===== config.mk =====
export PLATFORM = sky130hd
export DESIGN_NAME = pdhe_merge
export DESIGN_NICKNAME = d
export VERILOG_FILES = /design/src/hdl/pdhe_pkg.sv /design/src/hdl/pdhe_merge.sv
export SDC_FILE = /design/constraint.sdc
export NUM_CORES = 1
export LEC_CHECK = 0
export BUFFER_PORTS_ARGS = -buffer_cell sky130_fd_sc_hd__buf_2
export CAP_MARGIN = 15
export CORE_AREA = 3 3 142 144
export DETAILED_ROUTE_END_ITERATION = 8
export DIE_AREA = 0 0 145 147
export GPL_ROUTABILITY_DRIVEN = 0
export SYNTH_ARGS = -nofsm -noshare
export SYNTH_HDL_FRONTEND = slang
export SYNTH_SLANG_ARGS = --single-unit
export TNS_END_PERCENT = 50

===== constraint.sdc =====
create_clock -name clk -period 1.5 [get_ports clk]
set_input_delay 0.3 -clock clk [delete_from_list [all_inputs] [get_ports clk]]
set_output_delay 0.3 -clock clk [all_outputs]
set_load 0.03 [all_outputs]

===== src/hdl/pdhe_pkg.sv =====
package pdhe_pkg;

    // default field geometry
    localparam int POS_BITS_DEF  = 24;
    localparam int VEL_FRAC_DEF  = 16;

    localparam int TIME_W   = 32;
    localparam int VEL_W    = 32;
    localparam int HALF_W   = TIME_W / 2;
    localparam int PROD_W   = VEL_W + HALF_W + 1;
    localparam int ACC_W    = 64;
    localparam int CFG_IDX_W = 3;

    localparam logic [VEL_W-1:0] VEL_MAX = 32'h7FFF_FFFF;
    localparam logic [VEL_W-1:0] VEL_MIN = 32'h8000_0000;
    localparam logic [ACC_W-1:0] VEL_MAX_MAG = 64'h0000_0000_7FFF_FFFF;
    localparam logic [ACC_W-1:0] VEL_MIN_MAG = 64'h0000_0000_8000_0000;

    // register indexes
    localparam logic [CFG_IDX_W-1:0] CFG_STALE   = 3'd0;
    localparam logic [CFG_IDX_W-1:0] CFG_HOLD    = 3'd1;
    localparam logic [CFG_IDX_W-1:0] CFG_PREDICT = 3'd2;
    localparam logic [CFG_IDX_W-1:0] CFG_MIN_GAP = 3'd3;
    localparam logic [CFG_IDX_W-1:0] CFG_MAX_GAP = 3'd4;

    // register reset values
    localparam logic [TIME_W-1:0] STALE_RST   = 32'd500000;
    localparam logic [TIME_W-1:0] HOLD_RST    = 32'd100000;
    localparam logic [TIME_W-1:0] PREDICT_RST = 32'd350000;
    localparam logic [TIME_W-1:0] MIN_GAP_RST = 32'd1000;
    localparam logic [TIME_W-1:0] MAX_GAP_RST = 32'd1000000;

    typedef enum logic [1:0] {
        MODE_FRESH = 2'd0,
        MODE_HOLD  = 2'd1,
        MODE_EXT   = 2'd2,
        MODE_LOST  = 2'd3
    } mode_t;

    typedef enum logic [1:0] {
        OP_NONE,
        OP_STORE,
        OP_VEL,
        OP_EXT
    } lane_op_t;

    typedef struct packed {
        lane_op_t            op;
        logic [TIME_W-1:0]   gap;
        logic [TIME_W-1:0]   age;
    } lane_cmd_t;

    typedef struct packed {
        logic                load;
        mode_t               mode;
        logic [TIME_W-1:0]   stamp;
    } merge_ctl_t;

    typedef enum logic [2:0] {
        LN_IDLE,
        LN_DIV,
        LN_DIVFIX,
        LN_MUL,
        LN_SUM,
        LN_ADD
    } lane_state_t;

    typedef enum logic [1:0] {
        ST_IDLE,
        ST_CHECK,
        ST_WAIT,
        ST_OUT
    } top_state_t;

endpackage


===== src/hdl/pdhe_merge.sv =====
module pdhe_merge
    import pdhe_pkg::*;
#(
    parameter int POS_BITS = POS_BITS_DEF
)
(
    input  logic                       clk,
    input  logic                       rst_n,
    input  merge_ctl_t                 ctl,
    input  logic signed [POS_BITS-1:0] fresh_pos  [3],
    input  logic signed [POS_BITS-1:0] stored_pos [3],
    input  logic signed [POS_BITS-1:0] ext_pos    [3],
    output logic                       can_load,
    output logic                       result_valid,
    input  logic                       result_stall,
    output logic                       out_valid,
    output logic [1:0]                 out_mode,
    output logic [TIME_W-1:0]          out_time_us,
    output logic signed [POS_BITS-1:0] out_x_um,
    output logic signed [POS_BITS-1:0] out_y_um,
    output logic signed [POS_BITS-1:0] out_z_um
);

    logic                       full_reg;
    mode_t                      mode_reg;
    logic [TIME_W-1:0]          time_reg;
    logic signed [POS_BITS-1:0] pos_reg [3];
    logic signed [POS_BITS-1:0] pos_sel [3];

    // pick each axis from the source named by the mode
    always_comb
    begin
        for (int i = 0; i < 3; i++)
        begin
            case (ctl.mode)
                MODE_FRESH: pos_sel[i] = fresh_pos[i];
                MODE_HOLD:  pos_sel[i] = stored_pos[i];
                MODE_EXT:   pos_sel[i] = ext_pos[i];
                default:    pos_sel[i] = '0;
            endcase
        end
    end

    assign can_load = !full_reg || !result_stall;

    always_ff @(posedge clk or negedge rst_n)
    begin
        if (!rst_n)
            full_reg <= 1'b0;
        else if (ctl.load)
            full_reg <= 1'b1;
        else if (!result_stall)
            full_reg <= 1'b0;
    end

    always_ff @(posedge clk)
    begin
        if (ctl.load)
        begin
            mode_reg <= ctl.mode;
            time_reg <= ctl.stamp;
            for (int i = 0; i < 3; i++)
                pos_reg[i] <= pos_sel[i];
        end
    end

    assign result_valid = full_reg;
    assign out_valid    = (mode_reg != MODE_LOST);
    assign out_mode     = mode_reg;
    assign out_time_us  = time_reg;
    assign out_x_um     = pos_reg[0];
    assign out_y_um     = pos_reg[1];
    assign out_z_um     = pos_reg[2];

endmodule


==> impl_metrics.tcl <==
set metrics [dict create \
    outcome "finished, final reports clean" \
    p_per_area_nw_per_um2 1020 \
    synth_mux_area_frac 0.136 \
    clockBufferDepth 2 \
    postCtsResizedCells 0 \
    worstHoldPathType "input pin to flop" \
    core_area_um2 18800 \
    relSlewSlack 0.699 \
    synth_flop_cell "edfxtp_1" \
    holdPathEnd "out_time_us[0]" \
    die_area_um2 21300 \
    cts_tree "built" \
    fin_skew_ns 0 \
    cts_sinks 107 \
    drv_cap 0 \
    cp_max_fo 2 \
    r2r_setup_slack_ns 0.86 \
    rows 50 \
    rr_worst_depth 2 \
    place_hpwl_um 13000 \
    postCtsSetupRepairBufs 0 \
    overflow 0 \
    timing.final.crit_share 0.889 \
    synthTopCellsByCount "edfxtp_1, mux2i_1, o2bb2ai_2, buf_12, buf_4" \
    placed_area_um2 7350 \
    netlist_area_um2 5280 \
    antenna_left 0 \
    synth.yosys.seq_area_share 0.607 \
    area_growth_syn_to_layout_pct 44.9 \
    yosysWarnings 0 \
    synth_top_family_by_area "compound AO/OA/AOI/OAI gates" \
    ys_seq_elements 107 \
    root_buffer "clkbuf_16" \
    drt-wirelength-per-cell_um 18.2 \
    wirelength_um 16500 \
    synth.distinct_cells 12 \
    tightest_slew_ns 0.451 \
    yosys.area_share.simple 0.00521 \
    vdd_drop_max_mv 0.607 \
    fin_nets 895 \
    drive_gt1_frac 0.714 \
    critPathSlowestCell "dfrtp_1" \
    rsz0062_at_grt "no" \
    syn_area_per_cell_um2 18.9 \
    numCtsBuffers 9 \
    synth_fp_nets 533 \
    grt_pass1_vias 4500 \
    synth-adder-area-share 0 \
    grt_pass1_wl_um 24700 \
    cts.clk_slew.worst_paths_ns 0.08 \
    htreeDepth 3 \
    worstSetupPathType "flop to output pin" \
    wl_met1_um 5810 \
    min_period_ns 1.33 \
    crit_required_ns 1.20 \
    grt_usage 0.148 \
    grt_max_degree 48 \
    fmax_mhz 750 \
    nFillCells 1800 \
    synth_compound_area_frac 0.202 \
    drc 0 \
    cp_slowest_stage_delay_ns 0.39 \
    initial_core_util 0.281 \
    die_w_um 145 \
    hold_viol 0 \
    viasPerCell 4.45 \
    leakagePower_nw 3.40 \
    design_area_um2 7660 \
    instances_no_fill 906 \
    synthArstFlopShare 0.00935 \
    cp-start-kind "flop" \
    r2r-start "result_valid" \
    die-height_um 147 \
    port-buffer-count 362 \
    largest_reg_flops 72 \
    synth_xor_area_frac 0 \
    diodes 0 \
    r2r-end "result_valid" \
    synth.most_common_cell "edfxtp_1" \
    syn_inst 279 \
    drtPass1Iterations 4 \
    tns_ns 0 \
    setup_violations 0 \
    wl_met2_um 8790 \
    worstPathArrival_ns 1.03 \
    hold_start "ctl[0]" \
    endpoint_kind "output pin" \
    path_cells "nand2_1 -> buf_2" \
    synth_edf_count 106 \
    num_vias 4033 \
    fin_util 0.407 \
    drtIter0Drc 136 \
    post-synth-top-area-cell "edfxtp_1" \
    synth_top_area_frac 0.603 \
    synth_area_leaders "edfxtp_1, o2bb2ai_2, mux2i_1" \
    clk_latency_ns 0.35 \
    cts_hold_buf 1 \
    drv_slew 0 \
    dp_cells 889 \
    wl_met3_um 1550 \
    antenna_found_initial 0 \
    min_path_cells 1 \
    dr.max_layer_used "met4" \
    boundaryPins 363 \
]
## cell families after synthesis
group | after synthesis
muxes | 72
and+or+nand+nor | 4
DFF | 107
AOI/OAI and AO/OA | 72
buffers and inverters | 24
## worst max path at each step
stage                             from             end  slack, ns  cells after the start
final                     result_valid        can_load       0.17                      2
after global routing      result_valid        can_load       0.11                      2
after CTS                 result_valid        can_load       0.13                      2
after detailed placement       ctl[32]  pos_reg[0][46]       0.10                      4
after global placement         ctl[33]  pos_reg[0][40]       0.13                      4
after floorplan                ctl[33]   pos_reg[0][0]       0.28                      5
## worst max-delay path: cells and delay by family (launching register included)
| kind | cells | cell delay, ns |
|---|---|---|
| and+or+nand+nor | 1 | 0.09 |
| DFF | 1 | 0.39 |
| buffers and inverters | 1 | 0.20 |
## per-layer routing
layer / track usage / vias up
met2: 0.276 / 229
met5: 0 / -
met4: 0.0589 / 0
li1: - / 1870
met3: 0.0531 / 23
met1: 0.151 / 1911
## power breakdown
part / internal, mW / switching (mW)
sequential: 3.60 / 0.0672
clock: 1.18 / 1.19
combinational: 0.679 / 1.13
## cell usage in the layout, fill, tap and decap left out, drive strengths merged
cell type,count
clkinv,5
nor2b,1
clkbuf,9
nand2b,1
o2bb2ai,72
buf,374
edfxtp,106
mux2i,72
nand2,2
inv,2
dlygate4sd3,1
dfrtp,1
## stage by stage
stage	total power [mW]	worst slack, ns	hold slack [ns]
5_1_grt	8.19	0.111	0.0937
4_1_cts	7.98	0.135	0.0936
3_3_place_gp	5.54	0.127	0.0755
2_1_floorplan	4.80	0.278	0.00441
6_report	7.84	0.167	0.116
3_5_place_dp	5.57	0.101	0.0757
## layout make-up
| type | count | area, um2 | area share |
|---|---|---|---|
| clock buffer | 9 | 225 | 0.0294 |
| tap | 260 | 325 | 0.0425 |
| sequential | 107 | 3210 | 0.419 |
| multi-input combinational | 148 | 1820 | 0.237 |
| clock inverter | 7 | 73.8 | 0.00964 |
| timing repair buffer | 375 | 2010 | 0.262 |
No activity file was read; power rests on OpenSTA's default activity.
