### src/hdl/pdhe_pkg.sv
package pdhe_pkg;

    // default field geometry
    localparam int POS_BITS_DEF  = 24;
    localparam int VEL_FRAC_DEF  = 16;

    localparam int TIME_W   = 32;
    localparam int VEL_W    = 32;
    localparam int HALF_W   = TIME_W / 2;
    localparam int PROD_W   = VEL_W + HALF_W + 1;
    localparam int ACC_W    = 64;
    localparam int CFG_IDX_W = 3;

    localparam logic [VEL_W-1:0] VEL_MAX = 32'h7FFF_FFFF;
    localparam logic [VEL_W-1:0] VEL_MIN = 32'h8000_0000;
    localparam logic [ACC_W-1:0] VEL_MAX_MAG = 64'h0000_0000_7FFF_FFFF;
    localparam logic [ACC_W-1:0] VEL_MIN_MAG = 64'h0000_0000_8000_0000;

    // register indexes
    localparam logic [CFG_IDX_W-1:0] CFG_STALE   = 3'd0;
    localparam logic [CFG_IDX_W-1:0] CFG_HOLD    = 3'd1;
    localparam logic [CFG_IDX_W-1:0] CFG_PREDICT = 3'd2;
    localparam logic [CFG_IDX_W-1:0] CFG_MIN_GAP = 3'd3;
    localparam logic [CFG_IDX_W-1:0] CFG_MAX_GAP = 3'd4;

    // register reset values
    localparam logic [TIME_W-1:0] STALE_RST   = 32'd500000;
    localparam logic [TIME_W-1:0] HOLD_RST    = 32'd100000;
    localparam logic [TIME_W-1:0] PREDICT_RST = 32'd350000;
    localparam logic [TIME_W-1:0] MIN_GAP_RST = 32'd1000;
    localparam logic [TIME_W-1:0] MAX_GAP_RST = 32'd1000000;

    typedef enum logic [1:0] {
        MODE_FRESH = 2'd0,
        MODE_HOLD  = 2'd1,
        MODE_EXT   = 2'd2,
        MODE_LOST  = 2'd3
    } mode_t;

    typedef enum logic [1:0] {
        OP_NONE,
        OP_STORE,
        OP_VEL,
        OP_EXT
    } lane_op_t;

    typedef struct packed {
        lane_op_t            op;
        logic [TIME_W-1:0]   gap;
        logic [TIME_W-1:0]   age;
    } lane_cmd_t;

    typedef struct packed {
        logic                load;
        mode_t               mode;
        logic [TIME_W-1:0]   stamp;
    } merge_ctl_t;

    typedef enum logic [2:0] {
        LN_IDLE,
        LN_DIV,
        LN_DIVFIX,
        LN_MUL,
        LN_SUM,
        LN_ADD
    } lane_state_t;

    typedef enum logic [1:0] {
        ST_IDLE,
        ST_CHECK,
        ST_WAIT,
        ST_OUT
    } top_state_t;

endpackage

### src/hdl/pdhe_lane.sv
module pdhe_lane
    import pdhe_pkg::*;
#(
    parameter int POS_BITS      = POS_BITS_DEF,
    parameter int VEL_FRAC_BITS = VEL_FRAC_DEF
)
(
    input  logic                       clk,
    input  logic                       rst_n,
    input  lane_cmd_t                  cmd,
    input  logic signed [POS_BITS-1:0] pos,
    output logic signed [POS_BITS-1:0] stored_pos,
    output logic signed [POS_BITS-1:0] ext_pos,
    output logic                       busy
);

    localparam int DW = POS_BITS + 1;
    localparam int NW = DW + VEL_FRAC_BITS;
    localparam int CW = $clog2(NW);
    localparam logic signed [ACC_W-1:0] PMAX = (64'sd1 <<< (POS_BITS - 1)) - 64'sd1;
    localparam logic signed [ACC_W-1:0] PMIN = -PMAX - 64'sd1;

    lane_state_t state_reg, state_next;

    logic signed [POS_BITS-1:0] stored_reg;
    logic signed [VEL_W-1:0]    vel_reg;
    logic [CW-1:0]              cnt_reg;

    logic [TIME_W-1:0]          gap_reg;
    logic [TIME_W-1:0]          age_reg;
    logic [NW-1:0]              num_reg;
    logic [NW-1:0]              quo_reg;
    logic [TIME_W-1:0]          rem_reg;
    logic                       neg_reg;
    logic signed [PROD_W-1:0]   plo_reg;
    logic signed [PROD_W-1:0]   phi_reg;
    logic signed [ACC_W-1:0]    acc_reg;
    logic signed [POS_BITS-1:0] ext_reg;

    logic signed [DW-1:0]       diff;
    logic [DW-1:0]              diff_mag;
    logic [TIME_W:0]            trial;
    logic [TIME_W:0]            rem_sub;
    logic                       fits;
    logic [ACC_W-1:0]           mag64;
    logic [VEL_W-1:0]           vel_sat;
    logic signed [PROD_W-1:0]   plo;
    logic signed [PROD_W-1:0]   phi;
    logic signed [ACC_W-1:0]    acc_sum;
    logic signed [ACC_W-1:0]    ext_sum;
    logic signed [POS_BITS-1:0] ext_clip;

    // difference to the stored position, sign and magnitude
    assign diff     = DW'(pos) - DW'(stored_reg);
    assign diff_mag = diff[DW-1] ? DW'(-diff) : DW'(diff);

    // one restoring division step per cycle
    assign trial   = {rem_reg, num_reg[NW-1]};
    assign fits    = trial >= {1'b0, gap_reg};
    assign rem_sub = trial - {1'b0, gap_reg};

    assign mag64 = ACC_W'(quo_reg);
    always_comb
    begin
        if (neg_reg)
            vel_sat = (mag64 > VEL_MIN_MAG) ? VEL_MIN : VEL_W'(-mag64[VEL_W-1:0]);
        else
            vel_sat = (mag64 > VEL_MAX_MAG) ? VEL_MAX : mag64[VEL_W-1:0];
    end

    // velocity times age, split into two half-width products
    assign plo = vel_reg * $signed({1'b0, age_reg[HALF_W-1:0]});
    assign phi = vel_reg * $signed({1'b0, age_reg[TIME_W-1:HALF_W]});
    assign acc_sum = ACC_W'(plo_reg) + (ACC_W'(phi_reg) <<< HALF_W);

    assign ext_sum = ACC_W'(stored_reg) + (acc_reg >>> VEL_FRAC_BITS);
    always_comb
    begin
        if (ext_sum > PMAX)
            ext_clip = PMAX[POS_BITS-1:0];
        else if (ext_sum < PMIN)
            ext_clip = PMIN[POS_BITS-1:0];
        else
            ext_clip = ext_sum[POS_BITS-1:0];
    end

    always_comb
    begin
        state_next = state_reg;
        unique case (state_reg)
            LN_IDLE:
            begin
                if (cmd.op == OP_VEL)
                    state_next = LN_DIV;
                else if (cmd.op == OP_EXT)
                    state_next = LN_MUL;
            end
            LN_DIV:
            begin
                if (cnt_reg == CW'(NW - 1))
                    state_next = LN_DIVFIX;
            end
            LN_DIVFIX: state_next = LN_IDLE;
            LN_MUL:    state_next = LN_SUM;
            LN_SUM:    state_next = LN_ADD;
            LN_ADD:    state_next = LN_IDLE;
            default:   state_next = LN_IDLE;
        endcase
    end

    always_ff @(posedge clk or negedge rst_n)
    begin
        if (!rst_n)
        begin
            state_reg  <= LN_IDLE;
            stored_reg <= '0;
            vel_reg    <= '0;
            cnt_reg    <= '0;
        end
        else
        begin
            state_reg <= state_next;
            if (state_reg == LN_IDLE && cmd.op == OP_STORE)
                stored_reg <= pos;
            if (state_reg == LN_IDLE)
                cnt_reg <= '0;
            else if (state_reg == LN_DIV)
                cnt_reg <= cnt_reg + CW'(1);
            if (state_reg == LN_DIVFIX)
            begin
                vel_reg    <= vel_sat;
                stored_reg <= pos;
            end
        end
    end

    always_ff @(posedge clk)
    begin
        case (state_reg)
            LN_IDLE:
            begin
                gap_reg <= cmd.gap;
                age_reg <= cmd.age;
                neg_reg <= diff[DW-1];
                num_reg <= {diff_mag, {VEL_FRAC_BITS{1'b0}}};
                rem_reg <= '0;
                quo_reg <= '0;
            end
            LN_DIV:
            begin
                num_reg <= {num_reg[NW-2:0], 1'b0};
                quo_reg <= {quo_reg[NW-2:0], fits};
                rem_reg <= fits ? rem_sub[TIME_W-1:0] : trial[TIME_W-1:0];
            end
            LN_MUL:
            begin
                plo_reg <= plo;
                phi_reg <= phi;
            end
            LN_SUM: acc_reg <= acc_sum;
            LN_ADD: ext_reg <= ext_clip;
            default: ;
        endcase
    end

    assign stored_pos = stored_reg;
    assign ext_pos    = ext_reg;
    assign busy       = (state_reg != LN_IDLE);

endmodule

### config.mk
export PLATFORM = sky130hd
export DESIGN_NAME = pdhe_lane
export DESIGN_NICKNAME = d
export VERILOG_FILES = /design/src/hdl/pdhe_pkg.sv /design/src/hdl/pdhe_lane.sv
export SDC_FILE = /design/constraint.sdc
export NUM_CORES = 2
export LEC_CHECK = 0
export ABC_CLOCK_PERIOD_IN_PS = 7800
export BUFFER_PORTS_ARGS = -buffer_cell sky130_fd_sc_hd__buf_2
export CORE_UTILIZATION = 40
export CTS_CLUSTER_DIAMETER = 200
export DETAILED_ROUTE_END_ITERATION = 8
export PLACE_DENSITY = 0.64
export SLEW_MARGIN = 10
export SYNTH_ARGS = -nofsm -noshare
export SYNTH_HDL_FRONTEND = slang
export SYNTH_SLANG_ARGS = --single-unit
### constraint.sdc
create_clock -name clk -period 7.8 [get_ports clk]
set_input_delay 1.56 -clock clk [delete_from_list [all_inputs] [get_ports clk]]
set_output_delay 1.56 -clock clk [all_outputs]
set_load 0.02 [all_outputs]
==> summary.md <==
| Metric | Value |
|---|---|
| Crit path launch | vel_reg[17]$_DFFE_PN0P_ |
| GRT met1 Usage | 29.9% |
| CTS Sinks | 381 |
| Most common cell on crit path | fa_1 |
| Max_cap viols | 0 |
| Slew headroom | 26.2% |
| Reg2Reg Depth | 23 |
| Met2 Use GR | 34.8% |
| Inserted Clock Buffers | 48 |
| Routed WL | 157,000 um |
| Setup-failing EPs final | 0 |
| Largest net degree at the start of global routing | 92 |
| Cells along the critical path | buf_4 > nand2_1 > fa_1 > inv_1 > fa_1 > fa_1 > fa_1 > fa_1 > inv_1 > fa_1 > inv_1 > ha_1 > nand4_1 > nor2_1 > a221oi_1 > o2111ai_1 > a31o_2 > a21bo_2 > a31o_2 > a21o_1 > a21oi_1 > o221ai_1 > xor2_1 |
| GR met3 Demand/Resource | 3.99% |
| Ports | 141 |
| WHS Endpoint | num_reg[40]$_DFFE_PP_ |
| Final net count | 7,849 |
| Vias per Instance | 5.24 |
| Clk slew on worst S/H paths | 0.06 ns |
| Initial antenna violation count | 12 |
| Required time of the critical path | 8.18 ns |
| Max incr delay on CP | 0.77 ns |
| Critical R2R Launch | vel_reg[17]$_DFFE_PN0P_ |
| Hold Buf Count CTS | 0 |
| Min-delay worst type | reg2reg |
| Gpl congestion | 0.921 |
| Die Y | 385 um |
| Port buffer count | 140 |
| Syn nets | 7,799 |
| Initial Utilization | 40.3% |
| Die ar. | 0.149 sq mm |
| Routed len/inst | 18.8 um |
| Library cells used by synthesis | 81 |
| Top Usage Layer GRT | met2 |
| Root buf cell | clkbuf_16 |
| Antenna Nets Post-Route | 0 |
| Most common cell after layout, fill and taps aside | inv_1 |
| R2r setup slk | 0.30 ns |
| Run status | complete, no violations |
| Slowest-stage cell, CP | dfrtp_1 |
| Grt ovf | 0 |
| Critical path arrival | 7.88 ns |
| First-pass GRT wire length | 252,000 um |
| Clk_skew | 0.0784 ns |
| Post-route minimum period | 7.50 ns |
| Most frequent cells in the layout | inv_1 (1,280), fa_1 (975), nand2_1 (733) |
| Syn Inst Count | 6,347 |
| Post-synth EDFFs | 316 |
| Flops & latches, synth | 381 |
| Max Freq | 133 MHz |
| CP Max Fanout | 22 |
| CP Launch Type | flop |
| TritonRoute pass-1 iters | 6 |
| Ranking of synthesized cells by area | fa_1 (33%), edfxtp_1 (16%), ha_1 (8.2%) |
| CORE AREA | 0.146 sq mm |
| Final Hold Vio Count | 0 |
| CP endpoint kind | flop |
| Synth Cell Area | 0.0588 sq mm |
| Post-DP HPWL | 127,000 um |
| Share of the synthesized area in the top cell type | 33.2% |
| Post-synth top area cell | fa_1 |
| Mapped Avg Cell Area | 9.26 sq um |
| Number of global-route vias before repair | 45,211 |
| Share of layout cells above drive strength 1 | 7.02% |
| Skew-Pair Late Insertion Delay | 0.69 ns |
| Crit Path Category | reg2reg |
| # DRC | 0 |
| YS warnings | 0 |
| Worst-margin pin slew | 1.10 ns |
| Fin crit share | 96.2% |
| GRT Util Overall | 21.6% |
| Slew Limit Fails | 0 |
| Register area share after synthesis | 18.9% |
| CTS tree | yes |
| Maximum clock path buffer count | 3 |
| Hold Startpoint | num_reg[39]$_DFFE_PP_ |
| Top FF cell, synth | edfxtp_1 |
| Hold Path Depth | 2 |
| Initial DRC count | 3,059 |
| Post-synth ARST share | 17.1% |
| Setup_tns | 0 ns |
| Layout area overhead | 8.28% |
| Vias | 43,758 |
| CTS HTree Levels | 2 |
| Cell row count | 140 |
| Reg2reg end | plo_reg[43]$_DFFE_PN_ |
| Die W | 385 um |
==> critical path, delay by kind of cell (launching register included) <==
family | cells | cell delay [ns]
AOI/OAI and AO/OA | 8 | 2.03
adders and majority gates | 7 | 3.27
xor gates and xnor gates | 1 | 0.17
buffers and inverters | 4 | 0.62
and+or+nand+nor | 3 | 0.30
DFF | 1 | 0.77
==> cell type report <==
cell class / count / area (sq um)
Timing Repair Buffer: 292 / 1870
Clock buffer: 63 / 1310
Clock inverter: 26 / 349
Antenna cell: 1 / 2.50
Fill cell: 14164 / 82100
Inverter: 1280 / 4800
Tap cell: 1917 / 2400
Multi-Input combinational cell: 4394 / 41800
Sequential cell: 381 / 11100
==> cell families after synthesis <==
| logic type | share of synthesized area [%] |
|---|---|
| xor+xnor | 3.38 |
| mux | 0.962 |
| buf+inv | 10.1 |
| simple gates | 16.2 |
| flops | 18.9 |
| compound gates | 9.07 |
| fa+ha+maj | 41.4 |
==> stage by stage <==
stage / cell area, sq um / hold slack (ns) / util, % / cells / setup slack (ns)
3_3_place_gp: 62000 / 0.514 / 42.5 / 8259 / 0.212
6_report: 63700 / 0.538 / 43.7 / 8354 / 0.297
3_5_place_dp: 62000 / 0.526 / 42.5 / 8259 / 0.217
4_1_cts: 63600 / 0.535 / 43.6 / 8348 / 0.201
2_1_floorplan: 58800 / 0.496 / - / 6347 / 0.111
5_1_grt: 63700 / 0.556 / 43.7 / 8353 / -0.00830
==> synth_stat cells (8+ instances only) <==
| master | n |
|---|---|
| o21bai_1 | 23 |
| o211ai_1 | 48 |
| a21boi_0 | 15 |
| nand2_1 | 734 |
| nor2b_1 | 35 |
| and3_1 | 74 |
| o22a_1 | 8 |
| inv_1 | 1280 |
| or4_1 | 10 |
| edfxtp_1 | 316 |
| nor2_1 | 258 |
| o21ai_0 | 145 |
| or3_1 | 22 |
| nand2b_1 | 30 |
| or2_2 | 17 |
| fa_1 | 975 |
| a2111oi_0 | 8 |
| nor4b_1 | 8 |
| clkbuf_1 | 281 |
| nor4_1 | 19 |
| a211o_1 | 8 |
| mux2_2 | 28 |
| a221oi_1 | 11 |
| nand4_1 | 77 |
| a21oi_1 | 264 |
| a31oi_1 | 29 |
| a21o_1 | 120 |
| nand3_1 | 54 |
| ha_1 | 385 |
| xnor2_1 | 137 |
| xor2_1 | 90 |
| dfrtp_1 | 65 |
| o31ai_1 | 22 |
| nor3_1 | 65 |
| mux2i_1 | 25 |
| and2_1 | 481 |
| a211oi_1 | 24 |
| and4_1 | 10 |
| o21a_1 | 29 |
==> per-layer routing <==
| metal | up-vias | share of wire, % |
|---|---|---|
| met5 | - | 0.034 |
| met4 | 10 | 2.5 |
| met3 | 242 | 7.7 |
| met2 | 1367 | 45 |
| met1 | 22028 | 44 |
| li1 | 20111 | - |
==> how the worst max path moves through the flow <==
stage | slack [ns] | cells after the start | endpoint
6_report | 0.30 | 23 | plo_reg[43]$_DFFE_PN_
3_5_place_dp | 0.22 | 24 | phi_reg[47]$_DFFE_PN_
4_1_cts | 0.20 | 24 | phi_reg[47]$_DFFE_PN_
3_3_place_gp | 0.21 | 24 | phi_reg[46]$_DFFE_PN_
5_1_grt | -0.008 | 23 | phi_reg[34]$_DFFE_PN_
2_1_floorplan | 0.11 | 3 | busy
==> timing repair <==
action / 4_1_cts / 5_1_grt
resized for setup: 0 / 5
setup buffers: 0 / 5
endpoints found under the hold margin: 0 / 0
setup endpoints to repair: 0 / 8
Power is not shown: default switching activity piles up to over one toggle a cycle in this logic, so the estimate is an artifact.
